<file path="src/rtl/caw_pkg.sv">
package caw_pkg;

   // Configuration register indexes
   localparam int unsigned CSR_INDEX_W = 1;
   localparam logic [CSR_INDEX_W-1:0] CSR_RECORD_POSITION = 1'd0;
   localparam logic [CSR_INDEX_W-1:0] CSR_WINDOW_START    = 1'd1;

   // CIGAR characters
   localparam logic [7:0] CHAR_0  = 8'h30;
   localparam logic [7:0] CHAR_9  = 8'h39;
   localparam logic [7:0] CHAR_M  = 8'h4D;
   localparam logic [7:0] CHAR_EQ = 8'h3D;
   localparam logic [7:0] CHAR_X  = 8'h58;
   localparam logic [7:0] CHAR_I  = 8'h49;
   localparam logic [7:0] CHAR_S  = 8'h53;
   localparam logic [7:0] CHAR_D  = 8'h44;
   localparam logic [7:0] CHAR_N  = 8'h4E;
   localparam logic [7:0] CHAR_H  = 8'h48;
   localparam logic [7:0] CHAR_P  = 8'h50;

   localparam logic [31:0] LEN_MAX = 32'hFFFF_FFFF;

   // Segment classes
   typedef enum logic [2:0] {
      OP_COPY      = 3'd0,
      OP_READ_SKIP = 3'd1,
      OP_REF_SKIP  = 3'd2,
      OP_CLIP      = 3'd3,
      OP_BAD       = 3'd4
   } op_class_type;

   typedef struct packed {
      logic [7:0] cigar_char;
      logic       last_char;
   } req_type;

   typedef struct packed {
      op_class_type op_class;
      logic [31:0]  read_offset;
      logic [31:0]  ref_column;
      logic [31:0]  run_length;
      logic [31:0]  end_position;
      logic         record_done;
   } rsp_type;

   // Per-record walker state
   typedef struct packed {
      logic [31:0] length_acc;
      logic [31:0] read_cursor;
      logic [31:0] ref_consumed;
      logic        error_seen;
   } walk_state_type;

endpackage

</file>
<file path="src/rtl/caw_step.sv">
module caw_step (
   input  caw_pkg::walk_state_type state,
   input  caw_pkg::req_type        item,
   input  logic [31:0]             col_base,
   input  logic [31:0]             end_base,
   output caw_pkg::walk_state_type state_next,
   output logic                    emit,
   output caw_pkg::rsp_type        result
);
   import caw_pkg::*;

   logic        is_digit;
   logic [35:0] acc_wide;
   logic [31:0] acc_sat;
   logic [31:0] run;
   logic [31:0] read_add;
   logic [31:0] ref_add;
   op_class_type cls;

   // Decimal run length: acc * 10 + digit, saturating
   assign is_digit = (item.cigar_char >= CHAR_0) && (item.cigar_char <= CHAR_9);
   assign acc_wide = ({4'd0, state.length_acc} << 3) + ({4'd0, state.length_acc} << 1)
                   + {32'd0, item.cigar_char[3:0]};
   assign acc_sat  = (acc_wide[35:32] != 4'd0) ? LEN_MAX : acc_wide[31:0];

   always_comb begin
      state_next = state;
      emit       = 1'b0;
      cls        = OP_CLIP;
      run        = '0;
      read_add   = '0;
      ref_add    = '0;
      if (state.error_seen) begin
         // rest of a bad record is dropped; only the last char reports
         cls  = OP_BAD;
         emit = item.last_char;
      end else if (is_digit) begin
         state_next.length_acc = acc_sat;
         if (item.last_char) begin
            run  = acc_sat;
            emit = 1'b1;
         end
      end else begin
         run  = state.length_acc;
         emit = 1'b1;
         state_next.length_acc = '0;
         unique case (item.cigar_char)
            CHAR_M, CHAR_EQ, CHAR_X: begin
               cls      = OP_COPY;
               read_add = state.length_acc;
               ref_add  = state.length_acc;
            end
            CHAR_I, CHAR_S: begin
               cls      = OP_READ_SKIP;
               read_add = state.length_acc;
            end
            CHAR_D, CHAR_N: begin
               cls     = OP_REF_SKIP;
               ref_add = state.length_acc;
            end
            CHAR_H, CHAR_P: begin
               cls = OP_CLIP;
            end
            default: begin
               cls = OP_BAD;
               state_next.error_seen = 1'b1;
            end
         endcase
         state_next.read_cursor  = state.read_cursor + read_add;
         state_next.ref_consumed = state.ref_consumed + ref_add;
      end

      // Segment descriptor, positions taken before the cursors move
      result.op_class     = cls;
      result.read_offset  = state.read_cursor;
      result.ref_column   = col_base + state.ref_consumed;
      result.run_length   = run;
      result.end_position = item.last_char ? (end_base + state.ref_consumed + ref_add) : '0;
      result.record_done  = item.last_char;

      // Record finished: start clean
      if (item.last_char) begin
         state_next = '0;
      end
   end

endmodule

</file>
<file path="src/rtl/cigar_alignment_walker_unit.sv">
// CIGAR walker through two register stages: one character item per cycle unless
// the result side stalls. An item is held in the input register, and any result
// for it is registered in the result register; the cursor adders and run-length
// multiply-add sit between the input register and the result register in a single pass.
// Reset (synchronous, active high) clears cursors, error flag and valids, and
// sets record_position to 1 and window_start to 0.
module cigar_alignment_walker_unit (
   input  logic                                clock,
   input  logic                                reset,
   input  logic                                req_valid,
   output logic                                req_stall,
   input  caw_pkg::req_type                    req_item,
   output logic                                rsp_valid,
   input  logic                                rsp_stall,
   output caw_pkg::rsp_type                    rsp_item,
   input  logic                                csr_write_en,
   input  logic [caw_pkg::CSR_INDEX_W-1:0]     csr_index,
   input  logic [31:0]                         csr_wdata
);
   import caw_pkg::*;

   logic           a_valid_ff, a_valid_in;
   req_type        a_item_ff;
   walk_state_type state_ff, state_in;
   logic           out_valid_ff, out_valid_in;
   rsp_type        out_item_ff;
   logic [31:0]    rec_pos_ff, rec_pos_in;
   logic [31:0]    win_start_ff, win_start_in;
   logic [31:0]    col_base_ff, col_base_in;
   logic [31:0]    end_base_ff, end_base_in;

   logic           out_free;
   logic           advance;
   logic           step_emit;
   rsp_type        step_result;

   // Handshake control
   assign out_free  = !out_valid_ff || !rsp_stall;
   assign advance   = a_valid_ff && out_free;
   assign req_stall = a_valid_ff && !out_free;
   assign rsp_valid = out_valid_ff;
   assign rsp_item  = out_item_ff;

   // Configuration; column and end bases are kept precomputed
   always_comb begin
      rec_pos_in   = rec_pos_ff;
      win_start_in = win_start_ff;
      col_base_in  = col_base_ff;
      end_base_in  = end_base_ff;
      if (csr_write_en) begin
         unique case (csr_index)
            CSR_RECORD_POSITION: begin
               rec_pos_in  = csr_wdata;
               col_base_in = csr_wdata - 32'd1 - win_start_ff;
               end_base_in = csr_wdata - 32'd2;
            end
            CSR_WINDOW_START: begin
               win_start_in = csr_wdata;
               col_base_in  = rec_pos_ff - 32'd1 - csr_wdata;
            end
            default: begin
            end
         endcase
      end
   end

   caw_step u_step (
      .state      (state_ff),
      .item       (a_item_ff),
      .col_base   (col_base_ff),
      .end_base   (end_base_ff),
      .state_next (state_in),
      .emit       (step_emit),
      .result     (step_result)
   );

   // Next valid flags
   always_comb begin
      a_valid_in = a_valid_ff;
      if (!req_stall) begin
         a_valid_in = req_valid;
      end
      out_valid_in = out_valid_ff;
      if (out_free) begin
         out_valid_in = advance && step_emit;
      end
   end

   // Control registers
   always_ff @(posedge clock) begin
      if (reset) begin
         a_valid_ff   <= 1'b0;
         out_valid_ff <= 1'b0;
         state_ff     <= '0;
         rec_pos_ff   <= 32'd1;
         win_start_ff <= 32'd0;
         col_base_ff  <= 32'd0;
         end_base_ff  <= LEN_MAX;
      end else begin
         a_valid_ff   <= a_valid_in;
         out_valid_ff <= out_valid_in;
         rec_pos_ff   <= rec_pos_in;
         win_start_ff <= win_start_in;
         col_base_ff  <= col_base_in;
         end_base_ff  <= end_base_in;
         if (advance) begin
            state_ff <= state_in;
         end
      end
   end

   // Payload registers
   always_ff @(posedge clock) begin
      if (req_valid && !req_stall) begin
         a_item_ff <= req_item;
      end
      if (advance && step_emit) begin
         out_item_ff <= step_result;
      end
   end

   // Checks
   a_hold_when_blocked: assert property (@(posedge clock) disable iff (reset)
      (a_valid_ff && !out_free) |=> a_valid_ff)
      else $error("input register dropped a blocked item");

   a_clear_after_last: assert property (@(posedge clock) disable iff (reset)
      (advance && a_item_ff.last_char) |=> (state_ff == '0))
      else $error("walker state not cleared after last character");

   a_end_only_when_done: assert property (@(posedge clock) disable iff (reset)
      (out_valid_ff && !out_item_ff.record_done) |-> (out_item_ff.end_position == '0))
      else $error("end position reported before record end");

   a_error_sticky: assert property (@(posedge clock) disable iff (reset)
      (advance && state_ff.error_seen && !a_item_ff.last_char) |=> state_ff.error_seen)
      else $error("error flag lost inside a record");

endmodule

</file>
<file path="config.mk">
export PLATFORM = sky130hd
export DESIGN_NAME = cigar_alignment_walker_unit
export DESIGN_NICKNAME = d
export VERILOG_FILES = /design/src/rtl/caw_pkg.sv /design/src/rtl/caw_step.sv /design/src/rtl/cigar_alignment_walker_unit.sv
export SDC_FILE = /design/constraint.sdc
export NUM_CORES = 1
export LEC_CHECK = 0
export BUFFER_PORTS_ARGS = -buffer_cell sky130_fd_sc_hd__buf_4
export CORE_UTILIZATION = 50
export DETAILED_ROUTE_END_ITERATION = 10
export PLACE_DENSITY = 0.76
export SKIP_CTS_REPAIR_TIMING = 1
export SLEW_MARGIN = 10
export SYNTH_ARGS = -nofsm -noshare
export SYNTH_HDL_FRONTEND = slang
export SYNTH_HIERARCHICAL = 1
export SYNTH_SLANG_ARGS = --single-unit
export TNS_END_PERCENT = 20
</file>
<file path="constraint.sdc">
create_clock -name clock -period 7.2 [get_ports clock]
set_input_delay 1.44 -clock clock [delete_from_list [all_inputs] [get_ports clock]]
set_output_delay 1.44 -clock clock [all_outputs]
set_load 0.02 [all_outputs]
</file>
* Word-level counts from Yosys, hierarchy flattened
Index checks and enable logic that the tools add are counted. Widths: inputs -> output; s select.
Word-level totals: register bits 368, bits of input ports 47, output and inout port bits 134, logic and storage cells 88
Cells by class: add/sub/neg operators 12, $lt $le $gt $ge 2, eq/ne operators 11, multiplexer cells 22, bitwise gates (word level) 1, reduce and logical (&&, ||, !) cells 22
Operators with widths (number):
- $mux 32 | 12
- $mux 97 | 2
- $add 32x32->32 | 5
- $mux 65 | 1
- $eq 8x7->1 const B | 8
- $pmux 32 s2 | 1
- $sub 32x1->32 const B | 2
- $sub 32x32->32 | 2
- $add 35x33->36 | 1
- $add 36x4->36 | 1
- $sub 32x2->32 const B | 1
- $pmux 3 s4 | 1
- $reduce_or 5->1 | 2
- $reduce_or 9->1 | 1
- $eq 8x6->1 const B | 1
- $ge 8x6->1 const B | 1
- $le 8x6->1 const B | 1
- $reduce_and 2->1 | 3
- $reduce_or 2->1 | 3
- $logic_and 1x1->1 | 5
- $logic_not 1->1 | 4
- $mux 1 | 4
- $ne 2x2->1 const B | 2
- $reduce_bool 4->1 | 1
- 5 further kinds | 5

* Depth between registers and ports, before layout
depth after elaboration 9, mapped depth 22

* Hierarchy
Netlist, hierarchy kept.
By module, submodules not included:
- cigar_alignment_walker_unit | times used 1, cells an instance 1689, area an instance 16001.6 um2, sequential area each 8758.4 um2
- caw_step | times used 1, cells an instance 1712, area an instance 11913.9 um2, sequential area each 0.0 um2

* Least setup slack after synthesis
No wires, ideal clock.
path type in2reg, start in rsp_stall, end reg out_item_ff (netlist bit rsp_item[0]) (enable), arrival 4793 ps, data required time 6715 ps, slack 1921 ps, cell stages on the path 6, path through nand2_1 and2_1 clkbuf_1 clkbuf_1 nand2_1 inv_1
Between the ends: word-level cells in the longest chain between the ends 4
RTL lines:
- from (decl) | RTL line cigar_alignment_walker_unit.sv:14 | input logic rsp_stall,
- $logic_not 1->1 | RTL line cigar_alignment_walker_unit.sv:38 | assign out_free = !out_valid_ff || !rsp_stall;
- $logic_or 1x1->1 | RTL line cigar_alignment_walker_unit.sv:38
- $logic_and 1x1->1 | RTL line cigar_alignment_walker_unit.sv:39 | assign advance = a_valid_ff && out_free;
- $logic_and 1x1->1 | RTL line cigar_alignment_walker_unit.sv:117 | if (advance && step_emit) begin
- to (signal assigned) | RTL line cigar_alignment_walker_unit.sv:118 | out_item_ff <= step_result;
- to (decl) | RTL line cigar_alignment_walker_unit.sv:26 | rsp_type out_item_ff;
No other way between the ends. A chain may end at the register's enable or synchronous reset.

* Worst setup path after layout
start reg a_item_ff[6] (netlist name), end reg out_item_ff (netlist bit rsp_item[28]), data pin
Between the ends: word-level cells in the longest chain between the ends 8, elaborated cells between the ends (all ways) 15, those cells by class add/sub (1); order compare (2); eq/ne (5); mux (5); reduce/logical (2)
RTL lines:
- from (decl) | RTL line cigar_alignment_walker_unit.sv:23 | req_type a_item_ff;
- from (signal assigned) | RTL line cigar_alignment_walker_unit.sv:115 | a_item_ff <= req_item;
- $eq 8x7->1 or $eq 8x6->1 (tied branches) | RTL line caw_step.sv:47 | unique case (item.cigar_char)
- $reduce_or 5->1 (no line)
- $mux 32 | RTL line caw_step.sv:47
- $mux 32 | RTL line caw_step.sv:37 | end else if (is_digit) begin
- $mux 32 | RTL line caw_step.sv:33 | if (state.error_seen) begin
- $mux 32 (*) | RTL line caw_step.sv:37
- $mux 32 (*) | RTL line caw_step.sv:33
- $add 32x32->32 (*) | RTL line caw_step.sv:78 | result.end_position = item.last_char ? (end_base + state.ref_consumed + ref_add) : '0;
Every way passes the cells marked *; elsewhere a longest branch is shown, timed or not. The select of a mux whose other input is x is not followed.

==> results by group <==
Run status
  • Status: completed

Clock tree
  • CTS Buf Count: 44
  • Root buffer cell: clkbuf_16
  • Clock-pin slew on the worst setup and hold paths: 0.06 ns
  • Sink Count: approximately 370
  • CTS tree: yes
  • Max H-tree Level: 2
  • Clk Latency, worst-skew pair: 0.60 ns
  • CTS max path bufs: 3

Critical path
  • Reg-to-reg startpoint: a_item_ff[6]
  • Setup slack, reg-to-reg: 1.05 ns
  • Critical Path AT: approximately 6.5 ns
  • Critical setup path kind: reg2reg
  • Max stage delay cell, worst path: a2111oi_0
  • Worst-path fanout max: 31
  • Critical path launch point type: flip-flop
  • Critical Path End Type: flip-flop
  • Crit path cell chain: nand2b_1 > or2_2 > nor4_1 > nor2_2 > nor2_1 > buf_4 > and2_1 > fa_1 > ha_1 > fa_1 > a21o_1 > a21o_1 > a21oi_1 > o31ai_1 > a41o_1 > a2111oi_0 > o21ai_0 > a21oi_1 > xnor2_1 > and2_1
  • WP data required: between 7 and 8 ns
  • R2R cell count: 20
  • R2r endpoint: rsp_item[28]
  • Largest stage delay, worst path: ~0.75 ns

Timing
  • Fin. max-slew vios: 0
  • Final Skew: about 0.039 ns
  • Final hold violations: 0
  • Worst Slack Setup Final: between 1 and 1.5 ns
  • RSZ-0062 raised after global routing: no
  • Final setup fails: 0
  • Fin crit period: between 6 and 7 ns
  • Part of the cycle the worst path needs: approximately 85%
  • Max-Slew Margin vs Limit: 12.2%
  • Max Fclk: 0.163 GHz
  • Least-Margin Pin Slew: about 1.3 ns
  • Sum of negative setup slack: 0 ns

Power
  • P_leak: roughly 13 nW
  • Pwr Total: 5.42 mW
  • PwrDens: ~170 nW/um2
  • VDD IR-drop max: ~0.20 mV

Flow run
  • Total of max-cap violations: 0

Floorplanning
  • Die Width: approximately 240 um
  • Die Y: 238 um
  • Row cnt: 86
  • Core footprint: ~55000 um2
  • Num ports: around 180
  • DIE AREA: between 50000 and 60000 um2
  • Starting Density: roughly half

Final layout
  • Commonest non-fill, non-tap cell in the layout: nand2_1
  • Final Util: between 50 and 60%
  • Ratio of cells with drive above 1 in the final layout: 9.76%
  • NumNets Final: ~3800
  • P&R area growth vs syn: 11.1%
  • Commonest cells after routing, fill and taps aside: nand2_1, a21oi_1, ha_1
  • Antenna Cells: 0
  • Post-route design area: about 31000 um2

GRT
  • Largest net degree at the start of global routing: about 100
  • Grt ovf: 0
  • GRT met3 Usage: ~4.0%
  • M2 GR Usage: between 40% and 50%
  • Most used routing layer: met2
  • Global-route wire length before repair: around 120000 um
  • Number of global-route vias before repair: 22700
  • Initial antenna violation count: 1
  • Met1 GRT Util: a little under two fifths
  • All-Layer GR Usage: 27.3%

Yosys
  • Synth Register Bits: roughly 370
  • Warnings, synthesis: 6
  • Gate Count Post-Synth: 3401
  • Number of synthesized flops with an enable pin: 141
  • Syn avg cell area: between 8 and 9 um2
  • Main synth FF type: dfxtp_1
  • Seq/Total Area, Yosys: around a third
  • Post-synth ARST share: 0%
  • Mapped cell area: about 28000 um2
  • Yosys cell types: just under 100
  • Mapped Nets: around 3700

Placement
  • Dpl cell area: between 20000 and 30000 um2
  • IO buf count: 180
  • Post-DP HPWL: around 57000 um
  • Gpl congestion: about 0.97
  • Worst slack at placement: approximately 1.2 ns

Route
  • Iteration-0 DRC count of the detailed router: 2046
  • DR pass1 iterations: 6
  • Mean routed wirelength per cell: about 19 um
  • Via density: slightly below 6
  • Residual antenna-violating net count after detailed routing: 0
  • Vias: about 25000
  • Drt total wl: approximately 79000 um
  • DR DRC count: 0

Min path
  • Hold_sp: win_start_ff[2]
  • Hold endpoint: win_start_ff[2]
  • Hold Path Cell Cnt: 2
  • Worst hold path type: reg2reg
-- where the power goes --
part	internal, mW	leakage [nW]	switching, mW	total, mW
registers	2.25	3.17	0.0562	2.31
logic	0.294	9.28	0.501	0.795
clock network	1.36	0.725	0.959	2.32
total	3.90	13.2	1.52	5.42
-- registers in the layout (all words and copies together) (netlist names) --
register,cells
rsp_item,132
state_ff,97
col_base_ff,32
rec_pos_ff,32
win_start_ff,32
end_base_ff,31
a_item_ff,9
a_valid_ff,1
rsp_valid,1
-- logic make-up after synthesis --
kind of cell / synth area share, %
xor gates and xnor gates: 6.31
and+or+nand+nor: 20.5
muxes: 0.363
DFF: 31.4
adders and majority gates: 14.0
buffers and inverters: 4.89
AOI/OAI and AO/OA: 22.7
-- layout make-up --
cell class | instances | area [um2]
Clock buffer | 51 | 1170
Multi-Input combinational cell | 2716 | 17800
Tap cell | 748 | 936
Inverter | 112 | 425
Fill cell | 5118 | 24100
Sequential cell | 367 | 8760
Timing Repair Buffer | 208 | 1570
Clock inverter | 30 | 327
-- per-stage QoR --
| stage | hold WS (ns) | instances |
|---|---|---|
| 6_report | 0.453 | 4232 |
| 5_1_grt | 0.470 | 4232 |
| 4_1_cts | 0.454 | 4232 |
| 3_5_place_dp | 0.447 | 4151 |
| 3_3_place_gp | 0.442 | 4151 |
| 2_1_floorplan | 0.435 | 3401 |
-- worst max path at each step --
stage,startpoint,endpoint,cells after the start
final,a_item_ff[6],rsp_item[28],20
after global routing,a_item_ff[5],rsp_item[28],20
after CTS,a_item_ff[5],rsp_item[28],20
after detailed placement,a_item_ff[5],rsp_item[28],20
after global placement,a_item_ff[5],rsp_item[28],20
after floorplan,rsp_stall,rsp_item[0],6
-- critical path, delay by kind of cell, from the launching register on --
kind	cells	cell delay (ns)
AO/OA/AOI/OAI	8	2.31
XOR/XNOR	1	0.08
adder cells (fa/ha/maj)	3	1.07
buffers and inverters	1	0.32
flip-flops	1	0.40
AND/OR/NAND/NOR	7	1.67
-- Yosys cell counts, types with 30 or more instances --
| master | number | share of area, % |
|---|---|---|
| dfxtp_1 | 226 | 16 |
| a211oi_1 | 45 | 1.2 |
| nand2_1 | 594 | 8.0 |
| nand3_1 | 55 | 0.99 |
| and2_1 | 99 | 2.2 |
| nor3_1 | 59 | 1.1 |
| a21o_1 | 121 | 3.3 |
| nor2b_1 | 70 | 1.6 |
| inv_1 | 112 | 1.5 |
| buf_4 | 35 | 0.94 |
| nor2_1 | 145 | 1.9 |
| a21oi_1 | 411 | 7.4 |
| ha_1 | 249 | 11 |
| edfxtp_1 | 141 | 15 |
| o21ai_1 | 59 | 1.1 |
| a31oi_1 | 30 | 0.67 |
| o211ai_1 | 50 | 1.3 |
| and3_1 | 31 | 0.69 |
| xnor2_1 | 144 | 4.5 |
| xor2_1 | 57 | 1.8 |
| o21ai_0 | 110 | 2.0 |
| clkbuf_1 | 149 | 2.0 |
| nand2b_1 | 33 | 0.74 |
| o21a_1 | 37 | 1.0 |
| fa_1 | 39 | 2.8 |
-- per-layer routing --
metal,routed length (um),up-vias
met2,36700,822
met4,2540,2
met1,34900,11600
li1,-,12200
met3,5060,158
met5,8,-
Power figures use the tool's default switching activity.
